$ cat src/hdl/dcp_pkg.sv
// ----------------------------------------------------------------------------
// dcp_pkg
// Shared widths, latencies and item types of the distance constraint
// projection engine.
// ----------------------------------------------------------------------------
package dcp_pkg;

  localparam int PosW     = 32;            // Q16.16 coordinate and result width
  localparam int MassW    = 31;            // inverse mass and rest length
  localparam int TsW      = 17;            // time step register
  localparam int DiffW    = 33;            // p0 - p1, also its magnitude
  localparam int SqW      = 2 * DiffW;     // sum of squares
  localparam int LenW     = SqW / 2;       // integer square root
  localparam int MagW     = 33;            // |rest - len|, |f|, |corr|
  localparam int KW       = 17;            // mass ratio and unit vector, <= 1.0
  localparam int VqW      = 31;            // velocity quotient below saturation
  localparam int FracW    = 16;
  localparam int InDataW  = 288;
  localparam int OutDataW = 12 * PosW;

  localparam logic [TsW-1:0] TsReset = 17'd1092;

  localparam int SqrtLat  = LenW;
  localparam int NDivLat  = KW;
  localparam int VDivLat  = VqW;
  localparam int BackLat  = 2 + SqrtLat + NDivLat + 2 + VDivLat + 1;

  localparam int QueueDepthDef = 4;

  typedef struct packed {
    logic                      mass_zero;
    logic [MassW-1:0]          rest;
    logic [MassW-1:0]          w1;
    logic [MassW-1:0]          w0;
    logic [2:0][PosW-1:0]      p1;
    logic [2:0][PosW-1:0]      p0;
  } item_t;

  typedef struct packed {
    logic empty;
    logic full;
  } q_stat_t;

endpackage

$ cat src/hdl/dcp_front.sv
// ----------------------------------------------------------------------------
// dcp_front
// Input side: unpacks a constraint beat, flags the massless case and pushes
// it into the queue whenever there is room.
// ----------------------------------------------------------------------------
module dcp_front import dcp_pkg::*; (
  input  logic               s_tvalid,
  output logic               s_tready,
  input  logic [InDataW-1:0] s_tdata,
  input  q_stat_t            q_stat_i,
  output logic               push_o,
  output item_t              item_o
);

  always_comb begin
    for (int i = 0; i < 3; i++) begin
      item_o.p0[i] = s_tdata[PosW*i +: PosW];
      item_o.p1[i] = s_tdata[PosW*(3+i) +: PosW];
    end
    item_o.w0        = s_tdata[6*PosW +: MassW];
    item_o.w1        = s_tdata[6*PosW+MassW +: MassW];
    item_o.rest      = s_tdata[6*PosW+2*MassW +: MassW];
    item_o.mass_zero = (item_o.w0 == '0) && (item_o.w1 == '0);
  end

  assign s_tready = !q_stat_i.full;
  assign push_o   = s_tvalid && !q_stat_i.full;

endmodule

$ cat config.mk
export PLATFORM = sky130hd
export DESIGN_NAME = dcp_front
export DESIGN_NICKNAME = d
export VERILOG_FILES = /design/src/hdl/dcp_pkg.sv /design/src/hdl/dcp_front.sv
export SDC_FILE = /design/constraint.sdc
export NUM_CORES = 1
export LEC_CHECK = 0
export BUFFER_PORTS_ARGS = -buffer_cell sky130_fd_sc_hd__buf_2
export CAP_MARGIN = 10
export CORE_AREA = 2 2 227 229
export DETAILED_ROUTE_END_ITERATION = 16
export DIE_AREA = 0 0 229 231
export PLACE_DENSITY = 0.3
export SETUP_SLACK_MARGIN = 0.2
export SLEW_MARGIN = 0
export SYNTH_ARGS = -nofsm -noshare
export SYNTH_HDL_FRONTEND = slang
export SYNTH_SLANG_ARGS = --single-unit
$ cat constraint.sdc
create_clock -name vclk -period 2.3
set_input_delay 0.575 -clock vclk [all_inputs]
set_output_delay 0.575 -clock vclk [all_outputs]
set_load 0.005 [all_outputs]
==> insert_results.sql <==
INSERT INTO impl_metrics (metric_group, metric, value, unit) VALUES
('grt', 'grt_util_all_layers', '0.0283', ''),
('route', 'drt_drc_violations_left', '0', ''),
('die', 'ioPinCount', '579', ''),
('worst_hold_path', 'worstHoldEndpoint', 'item_o[104]', ''),
('grt', 'overflow', '0', ''),
('worst_hold_path', 'number_of_cells_traversed_by_the_worst_hold_path', '0', ''),
('logic_synthesis', 'synthesis.instances', '308', ''),
('power_and_ir_drop', 'total_leakage_power', '0.620', 'nW'),
('die', 'floorplan.die.width', '229', 'um'),
('sta', 'totalNegativeSetupSlack', '-0.00353', 'ns'),
('sta', 'post-route-period-util', '1.00', ''),
('worst_setup_path', 'critPathArrivalTime', '1.73', 'ns'),
('finish', 'postLayoutCellArea', '1890', 'um^2'),
('worst_setup_path', 'critPathMaxFanout', '2', ''),
('finish', 'mostFrequentLayoutCell', 'sky130_fd_sc_hd__buf_2', ''),
('finish', 'drive_gt1_frac', '0.912', ''),
('placed_design', 'dpl_cell_area', '1710', 'um^2'),
('worst_hold_path', 'worstHoldStart', 's_tdata[104]', ''),
('status', 'violations', 'negative setup slack', ''),
('finish', 'signed_area_change_from_the_synthesized_netlist_to_the_final_layout', '-17.3', '%'),
('grt', 'grt_pass1_wl', '10100', 'um'),
('sta', 'worst_tran_pin_value', '0.360', 'ns'),
('placed_design', 'port_buffers', '129', ''),
('placed_design', 'place.gp.congestion', '0.570', ''),
('flow_run', 'number_of_maximum_capacitance_violations', '0', ''),
('worst_hold_path', 'min-delay-path-class', 'in -> out', ''),
('finish', 'clock_buffer_count', '0', ''),
('sta', 'period_needed', '2.30', 'ns'),
('worst_setup_path', 'end_kind', 'primary output', ''),
('finish', 'insertedDiodeCount', '0', ''),
('route', 'vias_per_cell', '1.49', ''),
('logic_synthesis', 'synth.avg_cell_area', '7.44', 'um^2'),
('route', 'initialDrtViolationCount', '11', ''),
('die', 'dieArea', '52900', 'um^2'),
('logic_synthesis', 'yosys.cell_types.count', '7', ''),
('finish', 'fin_util', '0.0374', ''),
('grt', 'antenna_found_initial', '1', ''),
('power_and_ir_drop', 'ir_worst_vdd', '0.0265', 'mV'),
('route', 'drt_first_pass_iters', '4', ''),
('sta', 'final-max-slew-violation-count', '0', ''),
('logic_synthesis', 'seq_area_frac_synth', '0', ''),
('sta', 'max_freq', '434', 'MHz'),
('power_and_ir_drop', 'power_density', '100', 'nW/um^2'),
('sta', 'finalHoldViolCount', '0', ''),
('die', 'dieHeight', '231', 'um'),
('die', 'core-area', '50700', 'um^2'),
('sta', 'setup_slack', '-0.00353', 'ns'),
('logic_synthesis', 'synth_area_leader_cell', 'sky130_fd_sc_hd__buf_4', ''),
('worst_setup_path', 'critical_path_required', '1.73', 'ns'),
('placed_design', 'dpl_ws', '-0.107', 'ns'),
('logic_synthesis', 'synth_top_cell_area_share', '0.934', ''),
('finish', 'top_library_cells_by_usage_in_the_layout_fill_and_taps_aside', '118 x sky130_fd_sc_hd__buf_2, 12 x sky130_fd_sc_hd__buf_6, 8 x sky130_fd_sc_hd__nor4_4', ''),
('finish', 'nets', '452', ''),
('sta', 'finalSetupViolCount', '1', ''),
('route', 'overall_routed_net_length', '8800', 'um'),
('sta', 'grt_setup_unrepaired', 'true', ''),
('route', 'post_drt_wl_per_cell', '10.5', 'um'),
('power_and_ir_drop', 'report.power.total', '0.189', 'mW'),
('logic_synthesis', 'synth_fp_nets', '599', ''),
('worst_setup_path', 'cp_class', 'in -> out', ''),
('die', 'initial_core_util', '0.0452', ''),
('route', 'num_vias', '1246', ''),
('route', 'drt.antenna.violating_nets', '0', ''),
('grt', 'vias_in_the_first_global_route', '1276', ''),
('logic_synthesis', 'synth.yosys.warnings', '0', ''),
('status', 'run_status', 'finished, violations left', ''),
('sta', 'slew_headroom', '0.758', ''),
('finish', 'ff_latch_area', '0', 'um^2'),
('die', 'floorplan.rows', '83', ''),
('grt', 'grt_start_max_net_pins', '3', ''),
('logic_synthesis', 'synthesis.area', '2290', 'um^2'),
('placed_design', 'hpwl', '7640', 'um'),
('worst_setup_path', 'startpoint_type', 'primary input', ''),
('finish', 'numSequentialCells', '0', ''),
('logic_synthesis', 'post_synth_main_area_contributors', 'sky130_fd_sc_hd__buf_4 93%, sky130_fd_sc_hd__nor4_1 3.8%, sky130_fd_sc_hd__nand4_1 1.1%, sky130_fd_sc_hd__nor4_2 1.1%, sky130_fd_sc_hd__nor2b_1 0.27%', '');
[stage by stage]
step                instances  hold slack (ns)
floorplan                 308             1.18
global placement          839             1.15
detailed placement        839             1.15
CTS                       839             1.15
global route              839             1.15
finish                    839             1.15
[worst max-delay path, stage by stage]
cell                      delay, ns
sky130_fd_sc_hd__buf_6         0.10
sky130_fd_sc_hd__nor4_4        0.25
sky130_fd_sc_hd__buf_4         0.15
sky130_fd_sc_hd__nand4_1       0.11
sky130_fd_sc_hd__buf_6         0.16
sky130_fd_sc_hd__nor4_4        0.24
sky130_fd_sc_hd__buf_2         0.15
[where the power goes]
part	leakage, nW	total, mW	internal (mW)	switching [mW]
clock	0	0	0	0
sequential	0	0	0	0
combinational	0.620	0.189	0.101	0.0881
total	0.620	0.189	0.101	0.0881
[Yosys cell counts]
master,count
sky130_fd_sc_hd__nor2_1,1
sky130_fd_sc_hd__buf_4,285
sky130_fd_sc_hd__inv_1,1
sky130_fd_sc_hd__nor2b_1,1
sky130_fd_sc_hd__nor4_1,14
sky130_fd_sc_hd__nor4_2,2
sky130_fd_sc_hd__nand4_1,4
[layer usage]
layer  track usage  routed length, um  vias up
li1              -                  -      385
met1        0.0194               2010      472
met2        0.0486               4110      277
met3        0.0175               1660      110
met4        0.0319                973        2
met5       0.00643                 46        -
[layout make-up]
type	instances	area, um^2
well taps	680	851
inverters	1	3.75
fillers	6082	48800
repair buffers	136	778
multi-input cells	22	262
[worst max path at each step]
| stage | endpoint | startpoint | slack (ns) |
|---|---|---|---|
| after detailed placement | item_o[285] | s_tdata[197] | -0.11 |
| after global routing | item_o[285] | s_tdata[229] | -0.11 |
| after floorplan | item_o[285] | s_tdata[222] | 0.48 |
| after CTS | item_o[285] | s_tdata[194] | -0.01 |
| after global placement | item_o[285] | s_tdata[230] | -0.14 |
| final | item_o[285] | s_tdata[213] | -0.004 |
[cells by family (layout without fill, tap and decap cells)]
group,Yosys count,count (layout),share of synthesized area
AND/OR/NAND/NOR,22,22,0.0644
buffers and inverters,286,137,0.936
[what timing repair did]
action                                  in CTS  in global routing
resized for setup                           22                  7
setup buffers                                0                  0
hold buffers                                 0                  0
pin swaps                                    8                  7
endpoints found under the setup margin       1                  1
(Power assumes the default switching activity.)
