==> src/hdl/dcp_pkg.sv <==
// ----------------------------------------------------------------------------
// dcp_pkg
// Shared widths, latencies and item types of the distance constraint
// projection engine.
// ----------------------------------------------------------------------------
package dcp_pkg;

  localparam int PosW     = 32;            // Q16.16 coordinate and result width
  localparam int MassW    = 31;            // inverse mass and rest length
  localparam int TsW      = 17;            // time step register
  localparam int DiffW    = 33;            // p0 - p1, also its magnitude
  localparam int SqW      = 2 * DiffW;     // sum of squares
  localparam int LenW     = SqW / 2;       // integer square root
  localparam int MagW     = 33;            // |rest - len|, |f|, |corr|
  localparam int KW       = 17;            // mass ratio and unit vector, <= 1.0
  localparam int VqW      = 31;            // velocity quotient below saturation
  localparam int FracW    = 16;
  localparam int InDataW  = 288;
  localparam int OutDataW = 12 * PosW;

  localparam logic [TsW-1:0] TsReset = 17'd1092;

  localparam int SqrtLat  = LenW;
  localparam int NDivLat  = KW;
  localparam int VDivLat  = VqW;
  localparam int BackLat  = 2 + SqrtLat + NDivLat + 2 + VDivLat + 1;

  localparam int QueueDepthDef = 4;

  typedef struct packed {
    logic                      mass_zero;
    logic [MassW-1:0]          rest;
    logic [MassW-1:0]          w1;
    logic [MassW-1:0]          w0;
    logic [2:0][PosW-1:0]      p1;
    logic [2:0][PosW-1:0]      p0;
  } item_t;

  typedef struct packed {
    logic empty;
    logic full;
  } q_stat_t;

endpackage

==> src/hdl/dcp_queue.sv <==
// ----------------------------------------------------------------------------
// dcp_queue
// Small FIFO between the input side and the arithmetic pipeline.
// ----------------------------------------------------------------------------
module dcp_queue import dcp_pkg::*; #(
  parameter int Depth = QueueDepthDef
) (
  input  logic    clk_i,
  input  logic    rst_ni,
  input  logic    push_i,
  input  item_t   item_i,
  input  logic    pop_i,
  output q_stat_t stat_o,
  output item_t   item_o
);

  localparam int PtrW = $clog2(Depth);
  localparam int CntW = $clog2(Depth + 1);

  item_t            mem_q [Depth];
  logic [PtrW-1:0]  wr_q, rd_q;
  logic [CntW-1:0]  cnt_q;

  always_ff @(posedge clk_i or negedge rst_ni) begin
    if (!rst_ni) begin
      wr_q  <= '0;
      rd_q  <= '0;
      cnt_q <= '0;
    end else begin
      if (push_i) wr_q <= (wr_q == PtrW'(Depth - 1)) ? '0 : wr_q + 1'b1;
      if (pop_i)  rd_q <= (rd_q == PtrW'(Depth - 1)) ? '0 : rd_q + 1'b1;
      if (push_i && !pop_i)      cnt_q <= cnt_q + 1'b1;
      else if (pop_i && !push_i) cnt_q <= cnt_q - 1'b1;
    end
  end

  always_ff @(posedge clk_i) begin
    if (push_i) mem_q[wr_q] <= item_i;
  end

  assign item_o       = mem_q[rd_q];
  assign stat_o.empty = (cnt_q == '0);
  assign stat_o.full  = (cnt_q == CntW'(Depth));

endmodule

==> config.mk <==
export PLATFORM = sky130hd
export DESIGN_NAME = dcp_queue
export DESIGN_NICKNAME = d
export VERILOG_FILES = /design/src/hdl/dcp_pkg.sv /design/src/hdl/dcp_queue.sv
export SDC_FILE = /design/constraint.sdc
export NUM_CORES = 1
export LEC_CHECK = 0
export CORE_ASPECT_RATIO = 1.1
export CORE_MARGIN = 3
export CORE_UTILIZATION = 30
export CTS_CLUSTER_DIAMETER = 80
export DETAILED_ROUTE_END_ITERATION = 12
export DONT_BUFFER_PORTS = 1
export PLACE_DENSITY = 0.53
export SETUP_SLACK_MARGIN = 0.02
export SYNTH_ARGS = -nofsm -noshare
export SYNTH_HDL_FRONTEND = slang
export SYNTH_SLANG_ARGS = --single-unit
==> constraint.sdc <==
create_clock -name clk_i -period 8.55 [get_ports clk_i]
set_input_delay 0.4275 -clock clk_i [delete_from_list [all_inputs] [get_ports clk_i]]
set_output_delay 0.4275 -clock clk_i [all_outputs]
set_load 0.01 [all_outputs]
==> results of run 1 <==
area by class of cell:
class / count / area share
Sequential cell: 1151 / 0.686
Multi-Input combinational cell: 312 / 0.133
Timing Repair Buffer: 307 / 0.0632
Clock buffer: 142 / 0.0600
Tap cell: 1800 / 0.0447
Clock inverter: 72 / 0.0128
Antenna cell: 12 / 0.000596
Inverter: 4 / 0.000298
Yosys cell counts:
| cell type | count | area share |
|---|---|---|
| buf_2 | 32 | 0.0038 |
| nor3b_1 | 1 | 0.00018 |
| dfrtp_1 | 7 | 0.0042 |
| mux2_2 | 3 | 0.00081 |
| edfxtp_1 | 1144 | 0.82 |
| clkbuf_1 | 6 | 0.00054 |
| and2_1 | 4 | 0.00060 |
| o21ai_0 | 2 | 0.00024 |
| nor3_1 | 1 | 0.00012 |
| mux4_2 | 286 | 0.15 |
| ha_1 | 6 | 0.0018 |
| nand2_1 | 2 | 0.00018 |
| fa_1 | 1 | 0.00048 |
| xnor2_1 | 1 | 0.00021 |
| buf_6 | 26 | 0.0070 |
| xor2_1 | 2 | 0.00042 |
| inv_1 | 4 | 0.00036 |
| nor2_1 | 3 | 0.00027 |
routing by layer:
layer | vias up | global-route usage | part of all wire
met4 | 10 | 0.0454 | 0.028
met5 | - | 0 | 0.00078
li1 | 7439 | - | -
met2 | 598 | 0.208 | 0.51
met3 | 141 | 0.0439 | 0.085
met1 | 9350 | 0.143 | 0.37
worst max path at each step:
stage                              from                       to  slack, ns  cells after the start
finish              rd_q[0]$_DFFE_PN0P_              item_o[165]       4.71                      3
global route        rd_q[0]$_DFFE_PN0P_              item_o[165]       4.35                      3
CTS                 rd_q[0]$_DFFE_PN0P_              item_o[168]       4.47                      3
detailed placement  wr_q[1]$_DFFE_PN0P_  mem_q[1][150]$_DFFE_PP_       5.28                      5
global placement    wr_q[1]$_DFFE_PN0P_  mem_q[1][165]$_DFFE_PP_       5.32                      5
floorplan           wr_q[0]$_DFFE_PN0P_    mem_q[2][0]$_DFFE_PP_       0.77                      3
placed cells by master, fill, tap and decap left out:
cell	count
xor2_1	2
clkbuf_1	25
bufinv_16	9
clkinv_16	1
nor3b_1	1
inv_16	1
clkinv_2	17
clkinv_4	4
inv_6	4
clkbuf_16	117
nand2_1	2
clkinv_8	1
o21ai_0	2
inv_1	4
clkinv_1	31
dfrtp_1	5
xnor2_1	1
buf_12	12
and2_4	4
mux2_2	3
nor2_1	3
dlygate4sd3_1	290
mux4_2	286
nor3_1	1
clkinvlp_4	2
inv_8	2
ha_1	6
dfrtp_4	2
edfxtp_1	1144
fa_1	1
buf_4	5
diode_2	12
power breakdown:
part	total [W]	switching, W	leakage (nW)	internal [W]
clock network	0.00485	0.00206	1.79	0.00278
registers	0.00750	0.000262	10.6	0.00724
logic	0.00411	0.00250	3.26	0.00162
total	0.0165	0.00482	15.6	0.0116
sequential cells by signal, indices dropped and copies added (netlist names):
| name | flops |
|---|---|
| rd_q | 2 |
| cnt_q | 3 |
| wr_q | 2 |
| mem_q | 1144 |
logic make-up (layout without fill, tap and decap cells):
| logic type | count (synthesis) | in the layout | share of synthesized area |
|---|---|---|---|
| flip-flops | 1151 | 1151 | 0.828 |
| multiplexers | 289 | 289 | 0.155 |
| buffers and inverters | 68 | 525 | 0.0118 |
| AND/OR/NAND/NOR | 11 | 11 | 0.00135 |
| adder cells (fa/ha/maj) | 7 | 7 | 0.00228 |
| XOR/XNOR | 3 | 3 | 0.000630 |
| AO/OA/AOI/OAI | 2 | 2 | 0.000240 |
| other | 0 | 12 | 0 |
per-stage QoR:
step / utilization / area, sq um / power (W) / setup slack (ns) / std cells
floorplan: - / 41700 / 0.0109 / 0.770 / 1531
global placement: 0.319 / 43800 / 0.0116 / 5.32 / 3284
detailed placement: 0.319 / 43800 / 0.0117 / 5.28 / 3284
CTS: 0.367 / 50300 / 0.0168 / 4.47 / 3788
global route: 0.367 / 50300 / 0.0172 / 4.35 / 3793
finish: 0.367 / 50400 / 0.0165 / 4.71 / 3800
repair_timing:
action	CTS	global route
hold endpoints to repair	1157	0
gates resized for setup	0	0
buffers inserted	0	0
hold buffers	290	0
==> out/results.ini, run 1 <==
[critical_path]
crit_family = buffers and inverters
worstSetupEndpointType = primary output
r2r-end = mem_q[1][165]$_DFFE_PP_
r2r_slack_ns = 5.38
slowest_stage = dfrtp_4
r2r_start = wr_q[1]$_DFFE_PN0P_
start_kind = flip-flop
critPathBufInv = 2
crit_path_max_incr_delay_ns = 0.77
path_common_cell = buf_12
worstSetupPathType = reg2out
crit_chain = buf_12, buf_12, mux4_2
crit_fanout = 86
r2r_cells = 5
worstPathArrival_ns = 3.42
required_ns = 8.12

[floorplan]
io-pin-count = 578
rows = 142
coreArea_sq_um = 137000
die_h_um = 397
start_util = 0.304
fp.dieW_um = 361
dieArea_sq_um = 143000

[cells_and_area]
regArea_sq_um = 34500
multi_input_area_sq_um = 6670
final_nets = 2190
drive_above_1_share = 0.236
n_fill_cell = 12400
area_growth_pct = 20.8

[timing]
drv_slew = 0
period_needed_ns = 3.84
setup_viol = 0
finalHoldViolCount = 0
tightest_slew_ns = 1.26
finalSetupTns_ns = 0
finClkSkew_ns = 0.0233
hold_ws_ns = 0.253
clock.fmax_mhz = 260
max_slew_margin = 0.162
fin_crit_sh = 0.450
rsz0062_at_grt = no

[clock_tree]
cts_tree = done
clk_pin_slew_worst_paths_ns = 0.06
clockBufferDepth = 3
ctsRootBufferMaster = clkbuf_16
htreeDepth = 3
cts.sinks = 1151
insertion_delay_ns = 0.73
cts_made_buffers = 117

[routing]
drt_iter0_drc = 1497
firstDrtPassIters = 5
ant_nets = 0
wl_per_cell_um = 23.3
viasPerCell = 4.62
drt-total-wl_um = 88600
drc_errors = 0
vias = 17500

[yosys]
syn_area_per_cell_sq_um = 27.2
syn_nets = 1828
syn_area_sq_um = 41700
synth_seq_area_share = 0.828
ys_types = 18
synth-seq-cells = 1151
yosysWarnings = 0
syn_inst = 1531

[global_route]
grt_pass1_vias = 19000
grt_usage = 0.123
grt_max_degree = 135
grt_pass1_wl_um = 130000
grt-ovfl-total = 0
antenna_found_initial = 17

[pwr]
total_leakage_power_nw = 15.6
vdd_drop_max_uv = 223
powerDensity_nw_per_um2 = 327

[hold_path]
hold_path_depth = 1
hold_end = mem_q[2][3]$_DFFE_PP_
hp-start = push_i
worstHoldPathType = in2reg

[place]
hpwlAfterDp_um = 54200
io_buffers = 0
gp_congestion = 0.774

[run_status]
status = finished clean

[flow_run]
cap_viol_max_count = 0

Note: power is estimated with default switching activity, not from simulation.
==> run 2, diff against run 1 <==
clock period = 3.8 ns   (was 8.55 ns; I/O delays follow)
==> run 2 against run 1 <==
- sequential share of layout area shrank 0.77 points
- register-to-register slack worse by 3.8 ns
- largest cell class unchanged
- sequential power up 120%
- clock skew rose by 0.0035 ns
- cell area grew 1.1%
- global-route usage grew 0.27 points
- via count rose by 0.74%
- worst setup slack lost 3.8 ns
- wire length increased by 2.1%
==> out/results.ini, run 2 (synthesis gave the netlist of run 1 again) <==
[run_status]
status = finished clean

[routing]
wl_per_cell_um = 23.5
drt_iter0_drc = 1481
vias = 17700
firstDrtPassIters = 5
ant_nets = 0
viasPerCell = 4.58
drc_errors = 0
drt-total-wl_um = 90500

[critical_path]
worstSetupEndpointType = primary output
required_ns = 3.61
worstSetupPathType = reg2out
r2r_cells = 4
cp-endpoint = item_o[85]
r2r-end = mem_q[0][43]$_DFFE_PP_
r2r_slack_ns = 1.57
worstPathArrival_ns = 2.73
critPathLaunch = rd_q[0]$_DFFE_PN0P_
crit_fanout = 76
r2r_start = wr_q[0]$_DFFE_PN0P_
start_kind = flip-flop

[timing]
clock.fmax_mhz = 342
period_needed_ns = 2.92
tightest_slew_ns = 0.947
fin_crit_sh = 0.769
rsz0062_at_grt = no
finalHoldViolCount = 0
finClkSkew_ns = 0.0268
drv_slew = 0
finalSetupTns_ns = 0
max_slew_margin = 0.369
setup_viol = 0

[global_route]
grt_pass1_wl_um = 132000
grt_usage = 0.125
grt_pass1_vias = 19200
grt-ovfl-total = 0
grt_max_degree = 102
antenna_found_initial = 19

[clock_tree]
clockBufferDepth = 3
insertion_delay_ns = 0.71
htreeDepth = 3
cts_resized = 0
cts_tree = done
ctsRootBufferMaster = clkbuf_16
cts_made_buffers = 115
cts.sinks = 1151
clk_pin_slew_worst_paths_ns = 0.06

[cells_and_area]
final_nets = 2249
final_common_cell = edfxtp_1
drive_above_1_share = 0.259
area_growth_pct = 22.2
final_cell_mix = 1144 x edfxtp_1, 290 x dlygate4sd3_1, 286 x mux4_2
final_area_sq_um = 50900
reg_top3 = mem_q: 1144 flops, cnt_q: 3 flops
largest_reg_flops = 1144
regMostFlops = mem_q

[place]
io_buffers = 0
dpl-instance-area_sq_um = 44300
hpwlAfterDp_um = 58800
gp_congestion = 0.743

[pwr]
total_leakage_power_nw = 16.0
vdd_drop_max_uv = 469
powerDensity_nw_per_um2 = 734

[floorplan]
dieArea_sq_um = 143000
io-pin-count = 578
rows = 142
die_h_um = 397
coreArea_sq_um = 137000
fp.dieW_um = 361
start_util = 0.304

[hold_path]
worstHoldPathType = in2reg

[flow_run]
cap_viol_max_count = 0

run 2: cell count changes in the layout (fill, tap and decap cells not counted), sizes merged:
cell / previous run / this run
clkinv: 54 / 50
clkinvlp: 2 / 5
buf: 17 / 78
clkbuf: 142 / 141
inv: 11 / 9
run 2: per-stage QoR:
stage               worst slack [ns]  instances  total power (W)  utilization  hold slack [ns]
global route                   0.624       3853           0.0391        0.371           0.0531
floorplan                      0.738       1531           0.0239            -           -0.106
global placement                1.55       3345           0.0266        0.323           -0.105
CTS                            0.690       3845           0.0382        0.371           0.0167
detailed placement              1.52       3345           0.0268        0.323           -0.105
finish                         0.879       3857           0.0374        0.371           0.0768
run 2: worst max-delay path: stages (launching register included):
cell	delay (ns)
dfrtp_4	0.70
buf_12	0.46
mux4_2	0.68
run 2: where the power goes:
group	switching, W	internal, W
sequential	0.000545	0.0162
combinational	0.00583	0.00392
clock	0.00463	0.00623
run 2: worst min path at each step:
| stage | startpoint | endpoint | slack (ns) | cells past startpoint |
|---|---|---|---|---|
| after floorplan | rst_ni | cnt_q[0]$_DFFE_PN0P_ | -0.11 | 0 |
| after global placement | rst_ni | cnt_q[2]$_DFFE_PN0P_ | -0.11 | 0 |
| after detailed placement | rst_ni | cnt_q[0]$_DFFE_PN0P_ | -0.11 | 0 |
| after CTS | push_i | mem_q[0][283]$_DFFE_PP_ | 0.02 | 1 |
| after global routing | push_i | mem_q[0][268]$_DFFE_PP_ | 0.05 | 1 |
| final | push_i | mem_q[0][268]$_DFFE_PP_ | 0.08 | 1 |
run 2: layer usage:
layer,vias up,routed length [um],track usage
li1,7547,-,-
met1,9394,34800,0.148
met2,573,45800,0.212
met3,138,7680,0.0442
met4,16,2190,0.0438
met5,-,114,0
run 2: area by class of cell:
class | count | area [sq um]
Sequential cell | 1151 | 34500
Tap cell | 1800 | 2250
Antenna cell | 12 | 30.0
Timing Repair Buffer | 368 | 3750
Clock inverter | 69 | 671
Inverter | 4 | 15.0
Fill cell | 12300 | 86200
Multi-Input combinational cell | 312 | 6670
Clock buffer | 141 | 3000
run 2: what timing repair did:
action	CTS	global route
hold buffers	290	0
setup buffers	0	0
endpoints found under the hold margin	1187	0
